**src/hdl/grid_line_of_sight_defines.svh**
```systemverilog
// ---------------------------------------------------------------------------
// Grid line of sight: assertion macros
// Shared property forms for the checks at the end of the top level.
// ---------------------------------------------------------------------------
`ifndef GRID_LINE_OF_SIGHT_DEFINES_SVH
`define GRID_LINE_OF_SIGHT_DEFINES_SVH

// Same-cycle implication, disabled during reset.
`define GLOS_ASSERT_IMPLY(label, clk, rst, ante, cons) \
  label: assert property (@(posedge clk) disable iff (rst) (ante) |-> (cons)) \
    else $error("grid_line_of_sight: implication check failed");

// Next-cycle implication, disabled during reset.
`define GLOS_ASSERT_NEXT(label, clk, rst, ante, cons) \
  label: assert property (@(posedge clk) disable iff (rst) (ante) |=> (cons)) \
    else $error("grid_line_of_sight: next-cycle check failed");

`endif

```
**src/hdl/glos_pkg.sv**
```systemverilog
// ---------------------------------------------------------------------------
// Grid line of sight package
// Coordinate type, opcodes and the request structs passed to the map memory.
// ---------------------------------------------------------------------------
package glos_pkg;

  localparam int COORD_W     = 6;
  localparam int COORD_CELLS = 64;
  // Holds (1 + 2 * 63) * 63, the largest step comparison term.
  localparam int ACC_W       = 13;

  typedef logic [COORD_W-1:0] coord_t;

  localparam logic OP_WRITE = 1'b0;
  localparam logic OP_QUERY = 1'b1;

  typedef struct packed {
    coord_t x;
    coord_t y;
  } probe_t;

  typedef struct packed {
    logic   en;
    coord_t x;
    coord_t y;
    logic   data;
  } wr_req_t;

endpackage

```
**src/hdl/glos_walk.sv**
```systemverilog
// ---------------------------------------------------------------------------
// Grid line of sight walker
// Takes commands, issues map writes and walks a query one probe a cycle,
// checking each probe's map bits in the following cycle.
// ---------------------------------------------------------------------------
module glos_walk (
  input  logic                      clk,
  input  logic                      rst,
  input  logic                      start,
  input  logic                      opcode,
  input  logic [glos_pkg::COORD_W-1:0] from_x,
  input  logic [glos_pkg::COORD_W-1:0] from_y,
  input  logic [glos_pkg::COORD_W-1:0] to_x,
  input  logic [glos_pkg::COORD_W-1:0] to_y,
  input  logic                      blocked,
  input  logic                      clearing,
  input  logic                      blk_a,
  input  logic                      blk_b,
  output logic                      busy,
  output logic                      done,
  output logic                      visible,
  output glos_pkg::wr_req_t         wr,
  output glos_pkg::probe_t          rd_a,
  output glos_pkg::probe_t          rd_b
);

  typedef enum logic [1:0] {
    S_IDLE = 2'b01,
    S_RUN  = 2'b10
  } state_t;

  state_t                         state;
  glos_pkg::coord_t               x;
  glos_pkg::coord_t               y;
  glos_pkg::coord_t               tx;
  glos_pkg::coord_t               ty;
  logic                           sx_neg;
  logic                           sy_neg;
  logic [glos_pkg::ACC_W-1:0]     lhs;
  logic [glos_pkg::ACC_W-1:0]     rhs;
  logic [glos_pkg::COORD_W:0]     nx2;
  logic [glos_pkg::COORD_W:0]     ny2;
  logic                           side;
  logic                           pend;
  logic                           use_b;
  logic                           last;

  glos_pkg::coord_t               nx_in;
  glos_pkg::coord_t               ny_in;
  glos_pkg::coord_t               x_adj;
  glos_pkg::coord_t               y_adj;
  glos_pkg::coord_t               x_new;
  glos_pkg::coord_t               y_new;
  logic                           accept;
  logic                           tie;
  logic                           step_x;
  logic                           step_y;
  logic                           side_probe;
  logic                           hit;

  always_comb begin
    busy       = (state != S_IDLE) || clearing;
    accept     = start && !busy;
    nx_in      = (from_x >= to_x) ? from_x - to_x : to_x - from_x;
    ny_in      = (from_y >= to_y) ? from_y - to_y : to_y - from_y;
    tie        = (lhs == rhs);
    step_x     = (lhs < rhs) || tie;
    step_y     = (lhs > rhs) || tie;
    x_adj      = sx_neg ? x - glos_pkg::COORD_W'(1) : x + glos_pkg::COORD_W'(1);
    y_adj      = sy_neg ? y - glos_pkg::COORD_W'(1) : y + glos_pkg::COORD_W'(1);
    x_new      = step_x ? x_adj : x;
    y_new      = step_y ? y_adj : y;
    side_probe = tie && !side;
    hit        = pend && (blk_a || (use_b && blk_b));

    wr.en   = accept && (opcode == glos_pkg::OP_WRITE);
    wr.x    = from_x;
    wr.y    = from_y;
    wr.data = blocked;

    if (side_probe) begin
      rd_a.x = x_adj;
      rd_a.y = y;
    end else begin
      rd_a.x = x_new;
      rd_a.y = y_new;
    end
    rd_b.x = x;
    rd_b.y = y_adj;
  end

  always_ff @(posedge clk) begin
    if (rst) begin
      state   <= S_IDLE;
      done    <= 1'b0;
      visible <= 1'b0;
      pend    <= 1'b0;
      side    <= 1'b0;
      use_b   <= 1'b0;
      last    <= 1'b0;
    end else begin
      done <= 1'b0;
      case (state)
        S_IDLE: begin
          if (accept && (opcode == glos_pkg::OP_QUERY)) begin
            if ((from_x == to_x) && (from_y == to_y)) begin
              done    <= 1'b1;
              visible <= 1'b1;
            end else begin
              state  <= S_RUN;
              x      <= from_x;
              y      <= from_y;
              tx     <= to_x;
              ty     <= to_y;
              sx_neg <= !(to_x > from_x);
              sy_neg <= !(to_y > from_y);
              lhs    <= glos_pkg::ACC_W'(ny_in);
              rhs    <= glos_pkg::ACC_W'(nx_in);
              nx2    <= {nx_in, 1'b0};
              ny2    <= {ny_in, 1'b0};
              pend   <= 1'b0;
              side   <= 1'b0;
              use_b  <= 1'b0;
              last   <= 1'b0;
            end
          end
        end
        S_RUN: begin
          if (hit) begin
            state   <= S_IDLE;
            done    <= 1'b1;
            visible <= 1'b0;
            pend    <= 1'b0;
          end else if (pend && last) begin
            state   <= S_IDLE;
            done    <= 1'b1;
            visible <= 1'b1;
            pend    <= 1'b0;
          end else if (side_probe) begin
            pend  <= 1'b1;
            side  <= 1'b1;
            use_b <= 1'b1;
            last  <= 1'b0;
          end else begin
            pend  <= 1'b1;
            side  <= 1'b0;
            use_b <= 1'b0;
            last  <= (x_new == tx) && (y_new == ty);
            x     <= x_new;
            y     <= y_new;
            if (step_x) begin
              lhs <= lhs + glos_pkg::ACC_W'(ny2);
            end
            if (step_y) begin
              rhs <= rhs + glos_pkg::ACC_W'(nx2);
            end
          end
        end
        default: begin
          state <= S_IDLE;
        end
      endcase
    end
  end

endmodule

```
**config.mk**
```make
export PLATFORM = sky130hd
export DESIGN_NAME = glos_walk
export DESIGN_NICKNAME = d
export VERILOG_FILES = /design/src/hdl/grid_line_of_sight_defines.svh /design/src/hdl/glos_pkg.sv /design/src/hdl/glos_walk.sv
export SDC_FILE = /design/constraint.sdc
export NUM_CORES = 1
export LEC_CHECK = 0
export BUFFER_PORTS_ARGS = -buffer_cell sky130_fd_sc_hd__buf_2
export CAP_MARGIN = 20
export CORE_AREA = 2 2 131 133
export DETAILED_ROUTE_END_ITERATION = 8
export DIE_AREA = 0 0 133 135
export SYNTH_ARGS = -nofsm -noshare
export SYNTH_HDL_FRONTEND = slang
export SYNTH_SLANG_ARGS = --single-unit
```
**constraint.sdc**
```tcl
create_clock -name clk -period 7 [get_ports clk]
set_input_delay 0 -clock clk [delete_from_list [all_inputs] [get_ports clk]]
set_output_delay 0 -clock clk [all_outputs]
set_load 0.05 [all_outputs]
```
# [Yosys cells after proc, flatten, opt, wreduce, memory -nomap -nowiden]
# Index checks and enable logic that the tools add are counted.
[op_classes] n_addsub=10 multipliers=0 div=0 n_lt_le_gt_ge=6 eq_ne=17 shifts=0 muxes=61 bitwise_logic=3 n_reduce_logical=26
[ops] operator="two-way mux 13 bit" n=12
[ops] operator="two-way mux 6 bit" n=16
[ops] operator="case mux 13 bit (2 select lines)" n=2
[ops] operator="adder 13 x 7 -> 13 bit" n=2
[ops] operator="== test 6 bit" n=4
[ops] operator="case mux 6 bit (2 select lines)" n=2
[ops] operator="subtractor 6 bit" n=4
[ops] operator="two-way mux 1 bit" n=18
[ops] operator="inequality test 2 bit (second input constant)" n=8
[ops] operator="AND reduction 8 bit" n=2
[ops] operator="== test 13 bit" n=1
[ops] operator="greater-than comparator 13 bit" n=1
[ops] operator="less-than comparator 13 bit" n=1
[ops] operator="adder 6 x 1 -> 6 bit (second input constant)" n=2
[ops] operator="greater-or-equal comparator 6 bit" n=2
[ops] operator="greater-than comparator 6 bit" n=2
[ops] operator="two-way mux 12 bit" n=1
[ops] operator="subtractor 6 x 1 -> 6 bit (second input constant)" n=2
[ops] operator="case mux 1 bit (2 select lines)" n=5
[ops] operator="logical AND 1 bit" n=9
[ops] operator="two-way mux 2 bit" n=4
[ops] operator="AND reduction 4 bit" n=2
[ops] operator="AND reduction 7 bit" n=1
[ops] operator="AND reduction 3 bit" n=2
[ops] operator="other kinds (10)" n=18
[word_totals] register_bits=71 latchBits=0 ramBits=0 rom_bits=0 inputBits=32 out_inout_bits=41 wordCells=139 n_memories=0

# [Logic depth before layout (Yosys ltp)]
[depth] depth_word=9 depth_mapped=11 ltp_nobuf=11

# [Worst setup path before layout]
# OpenSTA, ideal clock, no wires.
[synth_path] kind="register to register" start="register sy_neg" end="register last" setup_ns=0.087 arrival_time_ns=3.325 required_time_ns=6.913 slack_ns=3.588 path_stages_with_launch=10 n_path_buf=0 synth_period_minus_slack_ns=3.412 path_cell_list="edfxtp_1 ha_1 a21o_1 a21oi_1 xnor2_1 o21bai_1 a2111oi_4 o211ai_1 or4_1 o31ai_1"
[synth_lines] item="from (decl)" line_no="glos_walk.sv:38" rtl="logic sy_neg;"
[synth_lines] item="from (signal assigned)" line_no="glos_walk.sv:116" rtl="sy_neg <= !(to_y > from_y);"
[synth_lines] item="to (signal assigned)" line_no="glos_walk.sv:148" rtl="last <= (x_new == tx) && (y_new == ty);"
[synth_lines] item="to (decl)" line_no="glos_walk.sv:46" rtl="logic last;"

==> impl_results.md <==
* Yosys top cell area share at 0.340
* Post-CTS Hold Fix Bufs at 14
* Worst-Skew Late Latency at around 0.34 ns
* # Post-CTS Setup Buffers at 0
* Top_reg_cell synth: edfxtp_1
* Sink Count at 71
* CTS buffer count at 9
* Hold path start: blocked
* Worst relative slew slack at 0.549
* Top cell type by total area after synthesis: edfxtp_1
* Die Area at 18000 um2
* Minimum clock period at ~3.5 ns
* Port bufs at 70
* Initial antenna violation count at 0
* PwrDens at 196 nW/um2
* CTS clk-pin slew, worst paths at around 0.050 ns
* Vias/cell at 4.97
* Final GP Congestion at about 0.89
* Crit path launch type: flip-flop
* Max-Cap Viols at 0
* Initial Util at 0.345
* RSZ-0062 raised after global routing: false
* Fmax at 285 MHz
* Final worst setup slack at about 3.5 ns
* Vias in the first global route at 4476
* Setup TNS at 0 ns
* Most frequent cells after synthesis: inv_1, edfxtp_1, ha_1
* Area of the mapped netlist at 5650 um2
* FILL cells at 1601
* Clk buf depth at 2
* Total gr overflow at 0
* Critical Path RT at about 7.0 ns
* Pre-CTS setup slack at approximately 3.8 ns
* Outcome: completed
* Root buffer cell: clkbuf_16
* TritonRoute pass-1 iters at 4
* R2r startpoint: lhs[9]$_SDFFCE_PN0P_
* Top cells by area, synth: edfxtp_1, ha_1, inv_1, xnor2_1, a21oi_1
* Count of pins over their slew limit at 0
* CP Max Fanout at 10
* VDD IR max at between 0.1 and 0.15 mV
* FF-to-FF path depth at 9
* R2r setup slk at about 3.8 ns
* Flops & latches, synth at 71
* Register area share after synthesis at 0.365
* DR DRC count at 0
* Critical Path AT at between 3 and 4 ns
* CP Class: flip-flop to primary output
* Hold depth at 0
* Yosys warns at 0
* DRT antenna net count at 0
* Post-Synthesis Cells at approximately 580
* Tot GR Track Use at 0.157
* Placeable Area at roughly 16000 um2
* # diodes at 0
* Yosys cell types at around 60
* CTS HTree Levels at 3
* Worst min-delay path class: primary input to primary output
* Share of cells above drive strength 1 at 0.177
* Worst Setup End Kind: primary output
* Synthesized net count at ~670
* Min Hold Slack at approximately 0.000022 ns
* First-pass GRT wire length at ~22000 um
* Total of cells resized after clock tree synthesis at 0
* Initial drt markers at about 260
* Area of the multi-input gates at approximately 3200 um2
* Routed WL at between 10000 and 15000 um
* Setup Skew at between 0.01 and 0.015 ns
* DIE HEIGHT at between 100 and 150 um
* Tcrit/Tclk final at 0.502
* Die Wd at 133 um
* Measured slew at the worst slew-check pin at between 0.6 and 0.7 ns
* Final setup vio count at 0
* Post-DP HPWL at about 10000 um
* Final Hold Fails at 0
* Async set or reset register ratio after synthesis at 0
* Row cnt at between 40 and 50
* Wire length per cell at ~15 um
* Worst r2r dst: last$_SDFFE_PP0P_
* Average size of a mapped cell at between 9 and 10 um2
* Nets@finish at 750
* Post-synth EDFFs at 64
* Top-count cell post-synth: inv_1
* IO Pins at 73
* Area grow syn2layout at 16.4%
* P_leak at just under 3 nW
* Min-Delay Endpoint: wr[0]
* CTS tree: built
* Largest net degree at the start of global routing at between 50 and 60
* Vias at around 4400
* Sequential standard cell area at between 2000 and 2500 um2
-- worst max-delay path by stage --
stage / startpoint / endpoint / slack, ns / depth (start not counted)
6_report: lhs[9]$_SDFFCE_PN0P_ / rd_a[3] / 3.49 / 8
5_1_grt: lhs[9]$_SDFFCE_PN0P_ / rd_a[3] / 3.28 / 8
4_1_cts: lhs[9]$_SDFFCE_PN0P_ / rd_a[3] / 3.49 / 8
3_5_place_dp: lhs[10]$_SDFFCE_PN0P_ / last$_SDFFE_PP0P_ / 3.76 / 9
3_3_place_gp: lhs[9]$_SDFFCE_PN0P_ / rhs[11]$_SDFFCE_PN0P_ / 3.69 / 6
2_1_floorplan: sy_neg$_DFFE_PP_ / last$_SDFFE_PP0P_ / 3.59 / 9
-- cells by family after synthesis --
kind of cell | synth area share
simple gates | 0.128
compound gates | 0.138
buf+inv | 0.0746
flops | 0.365
fa+ha+maj | 0.159
xor+xnor | 0.0755
mux | 0.0602
-- state kept, by name, indices dropped and copies added (netlist names) --
signal / cells
ty: 6
sx_neg: 1
rhs: 13
x: 6
tx: 6
sy_neg: 1
pend: 1
y: 6
use_b: 1
nx2: 6
lhs: 13
last: 1
visible: 1
done: 1
state: 2
ny2: 6
-- cells in the final DEF, fill, tap and decap left out, types with 8 or more instances in the layout --
cell type,instances
a21o_1,14
mux2i_1,16
and2_1,11
edfxtp_1,64
a21oi_1,37
clkbuf_16,9
nor2b_1,10
ha_1,58
buf_2,70
nand4_1,8
nand3_1,10
fa_1,8
nor2_1,36
xor2_1,16
xnor2_1,30
nand2_1,28
dlygate4sd3_1,14
mux2_2,16
inv_1,76
o21ai_0,24
-- routing by layer --
layer	vias up	global-route usage	part of all wire
met5	-	0	0
met4	0	0.0526	0.019
met3	21	0.0342	0.045
met2	89	0.264	0.48
met1	2091	0.201	0.46
li1	2157	-	-
-- layout make-up --
| type | instances | area share |
|---|---|---|
| Clock buffer | 12 | 0.0359 |
| Sequential cell | 71 | 0.313 |
| Inverter | 76 | 0.0434 |
| Multi-Input combinational cell | 405 | 0.483 |
| Tap cell | 220 | 0.0418 |
| Clock inverter | 4 | 0.00380 |
| Timing Repair Buffer | 88 | 0.0791 |
-- worst max-delay path, cell delays in order (launching register included) --
cell and delay, ns:
edfxtp_1 0.47, ha_1 0.35, nand4_1 0.20, or4_1 0.64, nand3_2 0.28, inv_1 0.10, nor2_1 0.52, mux2_2 0.40
buf_2 0.21
-- report_power, final --
| group | switching, mW | internal (mW) | leakage [nW] | total, mW |
|---|---|---|---|---|
| Sequential | 0.0131 | 0.491 | 0.643 | 0.504 |
| Clock | 0.175 | 0.239 | 0.123 | 0.413 |
| Combinational | 0.237 | 0.135 | 2.12 | 0.372 |
| Total | 0.424 | 0.865 | 2.89 | 1.29 |
-- per-stage QoR --
stage	utilization	total power, mW	area, um2	instances
6_report	0.401	1.29	6580	876
3_5_place_dp	0.377	0.877	6180	846
3_3_place_gp	0.376	0.869	6170	845
4_1_cts	0.401	1.30	6580	876
2_1_floorplan	-	0.788	5650	575
5_1_grt	0.401	1.35	6580	876
No activity file was read; power rests on OpenSTA's default activity.
